## config.mk

```make
export PLATFORM = sky130hd
export DESIGN_NAME = dmc_ram
export DESIGN_NICKNAME = d
export VERILOG_FILES = /design/src/rtl/dmc_ram.sv
export SDC_FILE = /design/constraint.sdc
export NUM_CORES = 1
export LEC_CHECK = 0
export ABC_AREA = 1
export BUFFER_PORTS_ARGS = -buffer_cell sky130_fd_sc_hd__buf_2
export CELL_PAD_IN_SITES_DETAIL_PLACEMENT = 0
export CELL_PAD_IN_SITES_GLOBAL_PLACEMENT = 2
export CORE_UTILIZATION = 40
export DETAILED_ROUTE_END_ITERATION = 16
export PLACE_DENSITY_LB_ADDON = 0.1
export SYNTH_ARGS = -nofsm -noshare
export SYNTH_HDL_FRONTEND = slang
export SYNTH_SLANG_ARGS = --single-unit
```

## constraint.sdc

```tcl
create_clock -name i_clk -period 1.3 [get_ports i_clk]
set_input_delay 0.065 -clock i_clk [delete_from_list [all_inputs] [get_ports i_clk]]
set_output_delay 0.065 -clock i_clk [all_outputs]
set_load 0.02 [all_outputs]
```

## src/rtl/dmc_ram.sv

```systemverilog
`default_nettype none

module dmc_ram #(
    parameter int WIDTH = 8,
    parameter int DEPTH = 16
) (
    input  wire logic                     i_clk,
    input  wire logic                     i_we,
    input  wire logic [$clog2(DEPTH)-1:0] i_waddr,
    input  wire logic [WIDTH-1:0]         i_wdata,
    input  wire logic [$clog2(DEPTH)-1:0] i_raddr,
    output logic      [WIDTH-1:0]         o_rdata
);

    logic [WIDTH-1:0] r_mem [DEPTH];

    always_ff @(posedge i_clk) begin
        if (i_we) begin
            r_mem[i_waddr] <= i_wdata;
        end
        o_rdata <= r_mem[i_raddr];
    end

endmodule

`default_nettype wire

```

After elaboration in Yosys (flattened, before gate mapping)
Memories as Yosys holds them, arrays and structs flattened. A register that Yosys moved wholly into a read port is not among the register bits.
Cells that the tools add are included.

word-level totals
  register bits = 0
  latch bits = 0
  input port bits = 18
  output and inout bits = 8
  word-level logic and storage cells = 3
  memories = 1
  bits in writable memories = 128
  bits in read-only memories = 0

operators by class
  equality and inequality tests = 0
  shifts and indexed selects = 0
  mux-type cells = 2
  add/sub/neg operators = 0
  divide/modulo/power cells = 0
  $mul = 0
  bitwise operators = 0
  $lt $le $gt $ge = 0
  reduce and logical (&&, ||, !) cells = 0

memories
  name   depth  width  read ports  clocked after Yosys merged registers in  write ports  RTL line  RTL
  r_mem  16     8      1           1                                        1            15        logic [WIDTH-1:0] r_mem [DEPTH];

operator list
  cell    number
  $mux 1  2

Depth between registers and ports, before layout
  depth after elaboration = 2
  mapped depth = 8
  mapped depth without buffers = 7

Least setup slack after synthesis
OpenSTA, ideal clock, no wires.

  path kind = input to register
  start point = input i_waddr[2]
  end point = memory r_mem[10][0], enable pin
  path buffers = 0
  stages on the path = 2
  data required time = 930 ps
  path slack = 284 ps
  arrival time = 646 ps
  setup time = 370 ps
  cells stage by stage = nand3b_1 -> nor2_1

RTL lines
  what             RTL line  RTL
  start, declared  9         input wire logic [$clog2(DEPTH)-1:0] i_waddr,
  end, declared    15

Straight into the memory's write port.

Final worst setup path
  start point = register o_rdata[7] (read register of r_mem)
  end point = output o_rdata[7]

RTL lines
  what             RTL line  RTL
  start, declared  12        output logic [WIDTH-1:0] o_rdata

No word-level cell between the ends.

==> results.cfg <==
[hold_path]
hold_path_class = in -> reg

[yosys]
ys_ff_latch = 136
synthCells = 551
ys_seq_area_share_pct = 69.4
netlist-cell-type-count = 12
yosysWarnings = 0
syn-cell-area_um2 = 5770
synth_fp_nets = 569
syn_area_per_cell_um2 = 10.5

[layout]
syn2layout_area_growth_pct = 16.7
n_antenna_cell = 0
drive_above_1_share_pct = 12.7
nets = 621

[worst_setup_path]
r2r_end = o_rdata[0]
reg2reg_slack_ps = 280
endpoint = o_rdata[7]
regToRegStartpoint = r_mem[7][0]
end_kind = output pin
crit_path_max_fanout = 1
startpoint = o_rdata[7]
path_cells = buf_2
max_stage_delay_ps = 360
cp.depth = 1
cp_slowest_cell = dfxtp_1
cp_data_required_time_ps = 1240
critPathTopFamily = flip-flops
cp.arrival_ps = 960
worstRegToRegCells = 6
worst-path-buf-inv = 1
critPathLaunchType = flop
path_class = reg -> out

[timing]
slew_viol_final = 0
whs_ps = 83.5
tightest_slew_ps = 420
fin_tns_setup_ps = 0
setup_viol = 0
max_freq_mhz = 973
finalHoldViolations = 0
slew_headroom_pct = 72.0
rsz0062_at_grt = no
skew_ps = 4.06
min_period_over_period_pct = 79.1
period_minus_slack_ps = 1030

[place]
portBuffers = 25
dp_hpwl_um = 9090
routabilityCongestion = 0.785

[clock_network]
cts-buffers-inserted = 17
clock_latency_ps = 410
htree_levels = 4
clock-root-buffer = clkbuf_16
clk_pin_slew_ps = 50
cts-resized-gates = 0
cts_tree = built
clock_sinks = 136
clk_path_buf_depth = 2

[die]
num_rows = 43
core_area_um2 = 14000
die_w_um = 122
dieHeight_um = 122
die_area_um2 = 14900
io_pins = 26
initial_utilization_pct = 41.2

[pwr]
power.density_nw_per_um2 = 1450
ir_drop_mv = 0.781
leakage_nw = 2.94

[global_routing]
grt_max_degree = 48
antenna_found_initial = 0
grt_pass1_vias = 3798
grt_pass1_wl_um = 21900
grt_overflow = 0
grt_usage_pct = 21.2

[detailed_routing]
vias = 3722
wl_per_cell_um = 17.9
first_pass_iters = 4
via_per_inst = 4.69
wirelength_um = 14200
drt_iter0_drc = 270
drcViolationCount = 0
drtAntennaViolNets = 0

[run_status]
status = finished, final reports clean

[run]
cap_violations = 0
[state kept, by name, summed over array words and instances, names as in the netlist]
name     cells
o_rdata      8
r_mem      128
[layout make-up]
class | count | area [um^2]
clock buffer | 21 | 440
clock inverter | 8 | 58.8
fill | 1336 | 7260
inverter | 102 | 383
multi-input combinational | 289 | 1210
sequential | 136 | 4000
tap | 180 | 225
timing repair buffer | 57 | 405
[worst reg2reg max path, delay by kind of cell, from the launching register on]
family	cells	cell delay [ps]
buf+inv	1	60
flops	1	360
simple gates	5	500
[per-layer routing]
| metal | up-vias | GRT usage [%] | part of all wire, % |
|---|---|---|---|
| li1 | 1875 | - | - |
| met4 | 0 | 6.40 | 0.94 |
| met3 | 11 | 4.78 | 3.8 |
| met1 | 1771 | 28.3 | 46 |
| met2 | 65 | 34.4 | 49 |
| met5 | - | 0 | 0 |
[Yosys cell counts]
library cell  count  area share, %
buf_2            13            1.1
edfxtp_1        128             67
nand3b_1          2           0.26
nor2_1           17            1.1
inv_2             2           0.13
inv_1           100            6.5
nand2_1         173             11
buf_4             4           0.52
buf_6             6            1.2
nand3_1          97            8.4
dfxtp_1           8            2.8
buf_1             1          0.065
[what timing repair did]
item | CTS | global route
hold endpoints to repair | 3 | 0
hold buffers | 1 | 0
buffers inserted | 0 | 0
[cells by family (layout without fill, tap and decap cells)]
| kind of cell | count (synthesis) | in the layout | synth area share (%) |
|---|---|---|---|
| buffers and inverters | 126 | 188 | 9.52 |
| AND/OR/NAND/NOR | 289 | 289 | 21.0 |
| flip-flops | 136 | 136 | 69.4 |
[power breakdown]
group | switching, mW | leakage [nW] | internal (mW)
combinational | 0.469 | 1.47 | 0.202
sequential | 0.0291 | 1.22 | 4.91
clock | 1.63 | 0.244 | 2.55
[layout by cell type (no fill, tap or decap), types with 2 or more instances in the layout]
| master | instances |
|---|---|
| buf_12 | 3 |
| buf_2 | 25 |
| buf_4 | 28 |
| clkbuf_1 | 4 |
| clkbuf_16 | 17 |
| clkinv_1 | 5 |
| clkinv_2 | 2 |
| dfxtp_1 | 8 |
| edfxtp_1 | 128 |
| inv_1 | 100 |
| inv_2 | 2 |
| nand2_1 | 173 |
| nand3_1 | 97 |
| nand3b_1 | 2 |
| nor2_1 | 17 |
[stage by stage]
step / area [um^2] / power (mW) / instances / utilization (%) / worst slack [ps]
3_5_place_dp: 6220 / 5.71 / 763 / 44.5 / 108
4_1_cts: 6730 / 9.89 / 793 / 48.1 / 268
5_1_grt: 6730 / 10.2 / 793 / 48.1 / 198
3_3_place_gp: 6220 / 5.70 / 763 / 44.5 / 120
6_report: 6730 / 9.79 / 793 / 48.1 / 272
2_1_floorplan: 5770 / 5.40 / 551 / - / 284
[how the worst min path moves through the flow]
stage                   endpoint       start  slack [ps]  cells past startpoint
finish              r_mem[11][2]  i_wdata[2]          80                      1
detailed placement    o_rdata[4]  i_raddr[3]         440                      3
global placement      o_rdata[4]  i_raddr[3]         430                      3
global route        r_mem[11][6]  i_wdata[6]          90                      1
floorplan            r_mem[0][0]  i_wdata[0]         160                      0
CTS                 r_mem[11][2]  i_wdata[2]          80                      1
Power figures use the tool's default switching activity.
